`src/rtl/tbr_pkg.sv`:
```
// ----------------------------------------------------------------------------
// tbr_pkg: shared types and constants of the TOF bin range block
// Field widths, the queue word, the divider lane and its step function.
// ----------------------------------------------------------------------------
`default_nettype none

package tbr_pkg;

	localparam int COORD_W  = 32;
	localparam int DIR_W    = 18;
	localparam int DIFF_W   = COORD_W + 1;
	localparam int PROD_W   = DIFF_W + DIR_W;
	localparam int PROJ_W   = PROD_W + 2;
	localparam int BW_W     = 31;
	localparam int SIG_W    = 31;
	localparam int CNT_W    = 8;
	localparam int SPREAD_W = SIG_W + CNT_W;
	localparam int HALF_W   = 12;
	localparam int BIN_W    = 13;
	localparam int NUM_W    = 56;
	localparam int MAG_W    = NUM_W + 1;
	localparam int QUO_W    = HALF_W + 1;   // top bit flags a quotient of 4096 or more
	localparam int CFG_W    = 32;
	localparam int ADDR_W   = 3;

	typedef enum logic [ADDR_W-1:0] {
		REG_BIN_WIDTH  = 3'd0,
		REG_CENTER_OFF = 3'd1,
		REG_SIGMA      = 3'd2,
		REG_SIGMA_CNT  = 3'd3,
		REG_HALF_BINS  = 3'd4
	} reg_idx_t;

	// numerators handed from front to back; the high one is already negated
	typedef struct packed {
		logic signed [NUM_W-1:0] num_lo;
		logic signed [NUM_W-1:0] num_hi;
	} work_t;

	typedef struct packed {
		logic             neg;
		logic [MAG_W-1:0] rem;
		logic [QUO_W-1:0] quo;
	} lane_t;

	// one restoring-division step for quotient bit k
	function automatic lane_t div_step(lane_t l, logic [BW_W-1:0] d, int k);
		lane_t            r;
		logic [MAG_W-1:0] sd;
		r  = l;
		sd = MAG_W'(d) << k;
		if (l.rem >= sd) begin
			r.rem    = l.rem - sd;
			r.quo[k] = 1'b1;
		end
		return r;
	endfunction

endpackage

`default_nettype wire

```
`src/rtl/tbr_queue.sv`:
```
// ----------------------------------------------------------------------------
// tbr_queue: small register FIFO between front and back
// Show-ahead read; the caller guarantees no push while full.
// ----------------------------------------------------------------------------
`default_nettype none

module tbr_queue
	import tbr_pkg::*;
#(
	parameter int DEPTH = 8
) (
	input  wire logic  clk,
	input  wire logic  arst_n,
	input  wire logic  push,
	input  wire work_t push_word,
	input  wire logic  pop,
	output logic       avail,
	output work_t      head_word
);

	localparam int PTR_W = (DEPTH > 1) ? $clog2(DEPTH) : 1;
	localparam int CNT_W = $clog2(DEPTH + 1);

	work_t              mem_q [DEPTH];
	logic [PTR_W-1:0]   wr_q;
	logic [PTR_W-1:0]   rd_q;
	logic [CNT_W-1:0]   cnt_q;

	assign avail     = (cnt_q != '0);
	assign head_word = mem_q[rd_q];

	always_ff @(posedge clk) begin
		if (push) begin
			mem_q[wr_q] <= push_word;
		end
	end

	always_ff @(posedge clk or negedge arst_n) begin
		if (!arst_n) begin
			wr_q  <= '0;
			rd_q  <= '0;
			cnt_q <= '0;
		end else begin
			if (push) begin
				wr_q <= (wr_q == PTR_W'(DEPTH - 1)) ? '0 : wr_q + 1'b1;
			end
			if (pop) begin
				rd_q <= (rd_q == PTR_W'(DEPTH - 1)) ? '0 : rd_q + 1'b1;
			end
			cnt_q <= cnt_q + CNT_W'(push) - CNT_W'(pop);
		end
	end

endmodule

`default_nettype wire

```
`config.mk`:
```
export PLATFORM = sky130hd
export DESIGN_NAME = tbr_queue
export DESIGN_NICKNAME = d
export VERILOG_FILES = /design/src/rtl/tbr_pkg.sv /design/src/rtl/tbr_queue.sv
export SDC_FILE = /design/constraint.sdc
export NUM_CORES = 1
export LEC_CHECK = 0
export BUFFER_PORTS_ARGS = -buffer_cell sky130_fd_sc_hd__buf_2
export CELL_PAD_IN_SITES_DETAIL_PLACEMENT = 0
export CELL_PAD_IN_SITES_GLOBAL_PLACEMENT = 1
export CORE_MARGIN = 4
export CORE_UTILIZATION = 48
export DETAILED_ROUTE_END_ITERATION = 8
export HOLD_SLACK_MARGIN = 0.05
export PLACE_DENSITY = 0.83
export REMOVE_ABC_BUFFERS = 1
export SYNTH_ARGS = -nofsm -noshare
export SYNTH_HDL_FRONTEND = slang
export SYNTH_SLANG_ARGS = --single-unit
```
`constraint.sdc`:
```
create_clock -name clk -period 10.9 [get_ports clk]
set_input_delay 1.635 -clock clk [delete_from_list [all_inputs] [get_ports clk]]
set_output_delay 1.635 -clock clk [all_outputs]
set_load 0.1 [all_outputs]
```
# Word level (Yosys, flattened, before mapping)

Memories as Yosys holds them, arrays and structs flattened.
Cells that the tools add are included.
W data, S select, Z words.

Register bits after elaboration: 10
Bits in writable memories: 896
Bits of input ports: 116
Output and inout port bits: 113
Memories kept: 1

Memory list:

| name  | words | width | rd ports | clocked after Yosys merged registers in | write ports | line            | text |
|---|---|---|---|---|---|---|---|
| mem_q | 8     | 112   | 1        | 0                                       | 1           | tbr_queue.sv:24 | `work_t mem_q [DEPTH];` |

$add $sub $neg: 4
Equal/unequal tests: 2
Multiplexer cells: 4
Reductions and logical operators: 1

Operators by type and width:

| cell                  | number |
|---|---|
| $add A3 B1 Y3 const B | 2 |
| $eq A3 B3 Y1 const B  | 2 |
| $mux W3               | 2 |
| $add A4 B1 Y4         | 1 |
| $reduce_bool A4 Y1    | 1 |
| $sub A4 B1 Y4         | 1 |
| $mux W1               | 2 |

# Longest topological paths before layout

Gate-level depths: netlist of the first run.

Depth after elaboration: 2
Gate-level depth with buffers: 7
Gate-level depth less buffers: 7

# Least setup slack after synthesis of the first run

No wires, ideal clock.

Kind: input-to-reg
From: input port push
To: memory mem_q[0][0] (netlist bit) (enable)
Arrival time: 9,297 ps
Data required time: 10,180 ps
Path slack: 883 ps
Stages on the path: 2
Buffers on the path: 0
Cell sequence: nand2b_1 -> nor3_1

Longest elaborated chain between the ends: 2

RTL lines:

| element                       | line            | text |
|---|---|---|
| from (decl)                   | tbr_queue.sv:14 | `input wire logic push,` |
| $mux W1                       | tbr_queue.sv:33 | `if (push) begin` |
| $mux W1 (not written as such) | tbr_queue.sv:34 | `mem_q[wr_q] <= push_word;` |
| to (decl)                     | tbr_queue.sv:24 |  |

Every way passes these cells.

==> results of run 1 <==
## per-layer routing
metal  global-route usage  vias to the layer above  routed length, um
met5                    0                        -                 87
met4               0.0434                       14               1010
met3               0.0391                       96               4390
met2                0.317                      461              35700
met1                0.254                     8441              28500
li1                     -                     6940                  -
## cells in the final DEF, fill, tap and decap left out, drive strengths merged
master,instances
clkbuf,107
nand3b,2
nor2,8
buf,247
nand2b,2
a21o,1
mux2,4
a21oi,1
bufinv,15
edfxtp,896
nor3,2
ha,9
nand2,339
dfrtp,10
mux4,224
nand3,1
inv,12
o21ai,2
diode,11
clkinvlp,5
xor2,2
fa,1
clkinv,34
## flip-flops by register name, indices dropped and copies added, names as in the netlist
signal / count
cnt_q: 4
mem_q: 896
wr_q: 3
rd_q: 3
## through the flow
stage | instances | hold slack [ns]
2_1_floorplan | 1512 | 0.524
3_3_place_gp | 2699 | 0.546
3_5_place_dp | 2699 | 0.561
4_1_cts | 2864 | 0.577
5_1_grt | 2868 | 0.602
6_report | 2875 | 0.576
## worst register-to-register path: stages (launching register included)
cell	delay, ns
dfrtp_4	1.00
buf_12	0.76
buf_4	0.74
ha_1	0.28
ha_1	0.16
nor2_1	0.04
mux2_2	0.31
## worst max-delay path by stage
stage	to	slack, ns	depth (start not counted)
5_1_grt	head_word[16]	4.58	6
3_5_place_dp	head_word[57]	5.54	6
6_report	head_word[16]	5.07	6
4_1_cts	head_word[57]	4.85	6
2_1_floorplan	head_word[0]	-0.80	3
3_3_place_gp	head_word[16]	5.57	6
## Yosys cell counts, types with 2 or more instances
| master | number | share of area |
|---|---|---|
| nand2_1 | 339 | 0.037 |
| edfxtp_1 | 896 | 0.79 |
| mux2_2 | 4 | 0.0013 |
| dfrtp_1 | 10 | 0.0073 |
| nand3b_1 | 2 | 0.00044 |
| clkbuf_1 | 23 | 0.0025 |
| nand2b_1 | 2 | 0.00037 |
| nor3_1 | 2 | 0.00029 |
| o21ai_0 | 2 | 0.00029 |
| nor2_1 | 8 | 0.00088 |
| buf_2 | 26 | 0.0038 |
| xor2_1 | 2 | 0.00051 |
| inv_1 | 7 | 0.00077 |
| ha_1 | 9 | 0.0033 |
| buf_6 | 17 | 0.0056 |
| mux4_2 | 224 | 0.15 |
| buf_1 | 9 | 0.00099 |
## cell families after synthesis
family,Yosys count
xor+xnor,2
buf+inv,83
compound gates,4
fa+ha+maj,10
mux,228
flops,906
simple gates,354
## cell type report
cell class	instances	area (um^2)	area share
clock inverter	58	732	0.0185
antenna	11	27.5	0.000697
tap	940	1180	0.0298
clock buffer	107	2340	0.0592
inverter	8	32.5	0.000823
timing repair buffer	247	1370	0.0347
multi-input combinational	598	6660	0.169
sequential	906	27200	0.688
==> key figures, run 1 <==
Clocking
  • Setup bufs post-CTS: 0
  • TritonCTS clock tree: done
  • Root buffer cell: clkbuf_16
  • Clk Latency, worst-skew pair: around 0.62 ns
  • Clk slew on worst S/H paths: ~0.060 ns
  • Cts hold-fix bufs: 0
  • H-tree Lvls: 3
  • Max clock buf depth: 3
  • Post_cts resized: 0
  • CTS sink count: roughly 910
  • Num CTS Buffers: 90

Cells and area
  • Layout cells sized above 1: 0.323
  • Fillers: 5186
  • Fin nets: 1977
  • Area grow syn2layout: 15.4%
  • Post-route cell area: just under 0.04 mm^2
  • Fin util: 0.561

Place
  • Cell Area, Placed: 0.0364 mm^2
  • Routability congestion estimate: about 0.7
  • Number of port buffers: about 230
  • DP HPWL: roughly 35 mm
  • Dpl ws: about 5.5 ns

Floorplan
  • Core Region: 0.0704 mm^2
  • Chip width: approximately 280 um
  • Initial Util: 0.486
  • Rows: 97
  • Die area: ~0.076 mm^2
  • Die Ht: 275 um
  • # IOs: 229

Routing
  • Via density: 5.55
  • Remaining DRCs: 0
  • Routed via count: around 16000
  • Initial DRC Count: around 1400
  • Antenna Nets Post-Route: 0
  • Routed Wire Length: 69.6 mm
  • Drt wl/cell: 24.2 um
  • Drt pass-1 iters: 5

Setup path
  • Startpoint Class: flip-flop
  • Flop-to-flop setup slack: between 7 and 8 ns
  • CP most frequent cell: nand2_1
  • Crit path cell chain: buf_12, buf_4, mux4_2, nand2_1, nand2_1, buf_2
  • Critical-path top delay cell: dfrtp_4
  • CP Buf/Inv Count: 3
  • Crit path max fanout: about 110
  • CP endpoint kind: output port
  • Reg2Reg Depth: 6
  • Req. time, crit path: a little over 9 ns
  • Family with the most delay on the worst path: buffers and inverters
  • Setup Crit Path Kind: reg -> out
  • RR Endpoint: rd_q[0]
  • FF-to-FF Start: rd_q[0]
  • Slowest stage delay, CP: 1.00 ns
  • Worst Setup SP: rd_q[0]
  • WP data arrival: 4.20 ns

STA
  • Max transition margin: 0.278
  • FMAX: around 170 MHz
  • Clock Skews: about 0.014 ns
  • Final setup fails: 0
  • Unrepaired setup endpoints after global routing: no
  • Period utilization: 0.535
  • Final hold violations: 0
  • Worst setup margin: between 5 and 6 ns
  • Period minus WS final: between 5 and 6 ns
  • Final slew viol count: 0
  • TNS Setup: 0 ns
  • Worst-Margin Slew: approximately 1.1 ns

Synthesis
  • Xor-xnor portion of the synthesized cell area: 0.000512
  • Simple-gate portion of the synthesized area: 0.0393
  • EDFF count, synth: approximately 900
  • Async set-reset flop share out of synthesis: 0.0110
  • Syn Std Cell Area: 0.0342 mm^2
  • Seq/Total Area, Yosys: 0.793
  • Warnings, synthesis: 0
  • Post-Synth Adder-Cell Area: 0.00387
  • Largest family of logic cells by synthesized area: multiplexers
  • Synth unique cells: 22
  • Post-Synthesis Cells: 1587
  • Synth Register Bits: around 910
  • Compound-Gate Fraction of Synth Area: 0.000658
  • Proportion of synthesized area in mux cells: 0.149
  • Syn Area/Cell: about 22 um^2
  • Synth Flop Type: edfxtp_1

Min path
  • Worst hold stages: 1
  • Beginning of the worst hold path: wr_q[2]
  • HP Class: reg -> reg
  • Hold endpoint: wr_q[2]

Global routing
  • Largest net degree at the start of global routing: between 150 and 200
  • GRT Overall Usage: 0.187
  • Grt ovf: 0
  • Antenna violations before repair: 15
  • Vias in the first global route: around 17000
  • Global-route wire length before repair: ~110 mm

Outcome
  • Status: complete, no violations

Job
  • Max Cap Violations: 0
Power of run 1 is left out: the tool's default activity adds up to more than one toggle a clock period on the data nets, which glitch-free logic cannot reach.
==> run 2, diff against run 1 <==
- ABC_AREA: not set -> 1
- CORE_UTILIZATION: 48 -> 44
- PLACE_DENSITY: 0.83 -> 0.87
- clock period: 10.9 -> 5.2 ns (I/O delays scaled with it)
==> run 2 against run 1 <==
Net effect:
- sequential cell count unchanged
- synthesized cell count increased by 150%
- final area increased by 13%
- routed wire length increased by 26%
- critical path depth increased by 1
- global-route usage decreased by 0.16 points
- count of clock-buffer cells in the layout increased by 7
==> key figures, run 2 <==
Global routing
  • Antenna violations before repair: 18
  • Grt ovf: 0
  • Global-route wire length before repair: 136 mm
  • GRT Overall Usage: 0.186
  • Vias in the first global route: about 24000
  • Largest net degree at the start of global routing: between 200 and 250

Power
  • Peak supply drop: approximately 0.86 mV
  • P per Cell Area: about 610 mW/mm^2
  • Pleak: 0.0206 uW

Floorplan
  • Die area: around 0.095 mm^2
  • Initial Util: 0.446
  • Core Region: roughly 0.09 mm^2
  • Chip width: ~310 um
  • # IOs: around 230
  • Rows: 109
  • Die Ht: a little over 300 um

STA
  • Worst-Margin Slew: ~1.3 ns
  • Unrepaired setup endpoints after global routing: no
  • Clock Skews: between 0.01 and 0.015 ns
  • Max transition margin: 0.152
  • Period utilization: 0.807
  • Final hold violations: 0
  • Period minus WS final: 4.20 ns
  • Final slew viol count: 0
  • Worst setup margin: ~1 ns
  • FMAX: around 240 MHz
  • Final setup fails: 0

Setup path
  • Reg2Reg Depth: 6
  • Crit path max fanout: 84
  • FF-to-FF Start: rd_q[1]
  • RR Endpoint: rd_q[0]
  • Req. time, crit path: roughly 4.4 ns
  • Setup Crit Path Kind: reg -> out
  • Flop-to-flop setup slack: roughly 2.8 ns
  • Worst Setup SP: rd_q[1]
  • WP data arrival: between 3 and 4 ns
  • Startpoint Class: flip-flop
  • Critical path endpoint: head_word[73]
  • CP endpoint kind: output port

Synthesis
  • Seq/Total Area, Yosys: 0.687
  • Synth Register Bits: between 900 and 1000
  • Synth unique cells: 18
  • Post-Synthesis Cells: about 3900
  • Async set-reset flop share out of synthesis: 0.0110
  • Cell taking the most area after synthesis: edfxtp_1
  • Syn Area/Cell: ~10 um^2
  • EDFF count, synth: 896
  • Syn Std Cell Area: 0.0396 mm^2
  • Most common cell in the synthesized netlist: nand2_1
  • Synth top cells by count: nand2_1 (1465), inv_1 (908), edfxtp_1 (896), nand3_1 (454), buf_2 (95)
  • Synth Flop Type: edfxtp_1
  • Synth top area share: 0.680
  • Top area cells in the synthesized netlist: edfxtp_1 (68%), nand2_1 (14%), inv_1 (8.6%)
  • Warnings, synthesis: 0

Job
  • Max Cap Violations: 0

Clocking
  • Clk slew on worst S/H paths: 0.06 ns
  • H-tree Lvls: 3
  • Num CTS Buffers: 93
  • Post_cts resized: 0
  • Clk Latency, worst-skew pair: approximately 0.65 ns
  • Root buffer cell: clkbuf_16
  • Setup bufs post-CTS: 0
  • Cts hold-fix bufs: 1
  • Max clock buf depth: 3
  • TritonCTS clock tree: done
  • CTS sink count: ~900

Cells and area
  • Regs by FF count: mem_q x896, cnt_q x4
  • Fin nets: approximately 4200
  • Fin cells: 5371
  • Layout cells sized above 1: 0.0959
  • Top reg by flops: mem_q
  • Area grow syn2layout: 13.0%
  • Most frequent cells in the layout: nand2_1 (1465), inv_1 (908), edfxtp_1 (896)
  • Commonest non-fill, non-tap cell in the layout: nand2_1
  • Number of flip-flops in the largest register: approximately 900

Routing
  • Remaining DRCs: 0
  • Antenna Nets Post-Route: 0
  • Routed via count: around 25000
  • Initial DRC Count: about 1800
  • Drt pass-1 iters: 5
  • Via density: ~4.7
  • Drt wl/cell: 16.4 um
  • Routed Wire Length: between 80 and 90 mm

Outcome
  • Status: complete, no violations

Place
  • Dpl ws: around 1.6 ns
  • Number of port buffers: around 230
  • Routability congestion estimate: between 0.7 and 0.8
  • DP HPWL: about 45 mm
  • Number of cells after detailed placement: between 5000 and 6000

Min path
  • HP Class: in -> reg
## run 2: layer usage
layer | up-vias | wire (um) | track usage
met3 | 146 | 5060 | 0.0367
met4 | 12 | 2290 | 0.0586
met5 | - | 81 | 0
met2 | 557 | 43200 | 0.318
li1 | 12600 | - | -
met1 | 11900 | 37400 | 0.239
## run 2: worst min path at each step
| stage | from | to | slack [ns] | cells after the start |
|---|---|---|---|---|
| floorplan | arst_n | cnt_q[0] | 0.48 | 0 |
| global placement | wr_q[0] | wr_q[0] | 0.60 | 2 |
| detailed placement | wr_q[0] | wr_q[0] | 0.62 | 2 |
| CTS | push_word[98] | mem_q[4][98] | 0.33 | 1 |
| global route | push_word[98] | mem_q[0][98] | 0.35 | 1 |
| finish | push_word[98] | mem_q[4][98] | 0.39 | 1 |
## run 2: cell families after synthesis
logic type | after synthesis | share of synthesized area
AO/OA/AOI/OAI | 7 | 0.000886
AND/OR/NAND/NOR | 1927 | 0.197
flip-flops | 906 | 0.687
XOR/XNOR | 2 | 0.000443
adder cells (fa/ha/maj) | 10 | 0.00335
buffers and inverters | 1084 | 0.112
## run 2: metrics by stage
stage	instance area (um^2)	total power (uW)	hold WS, ns	util	setup TNS (ns)
2_1_floorplan	38600	18700	0.484	-	-1967.32
3_3_place_gp	41800	20900	0.599	0.470	0
3_5_place_dp	41800	21000	0.616	0.470	0
4_1_cts	44700	27400	0.330	0.503	0
5_1_grt	44700	28500	0.353	0.503	0
6_report	44700	27100	0.390	0.504	0
## run 2: final cells by class
cell class,instances,area (um^2)
Inverter,911,3440
Clock inverter,53,474
Multi-Input combinational cell,1946,8050
Clock buffer,114,2450
Sequential cell,906,27200
Tap cell,1165,1460
Antenna cell,13,32.5
Fill cell,7843,44100
Timing Repair Buffer,263,1640
## run 2: critical path: stages (launching register included)
cell and delay (ns):
dfrtp_4 0.73, inv_8 0.60, buf_4 0.53, nand3_1 0.14
nand2_1 0.08, nand2_1 0.06, nand2_1 0.17, buf_2 0.45
## run 2: where the power goes
group | internal (uW) | leakage, uW | total (uW) | switching [uW]
combinational | 1990 | 0.0109 | 11500 | 9550
sequential | 8920 | 0.00826 | 9190 | 274
clock | 3730 | 0.00143 | 6420 | 2680
total | 14600 | 0.0206 | 27100 | 12500
Power figures use the tool's default switching activity.
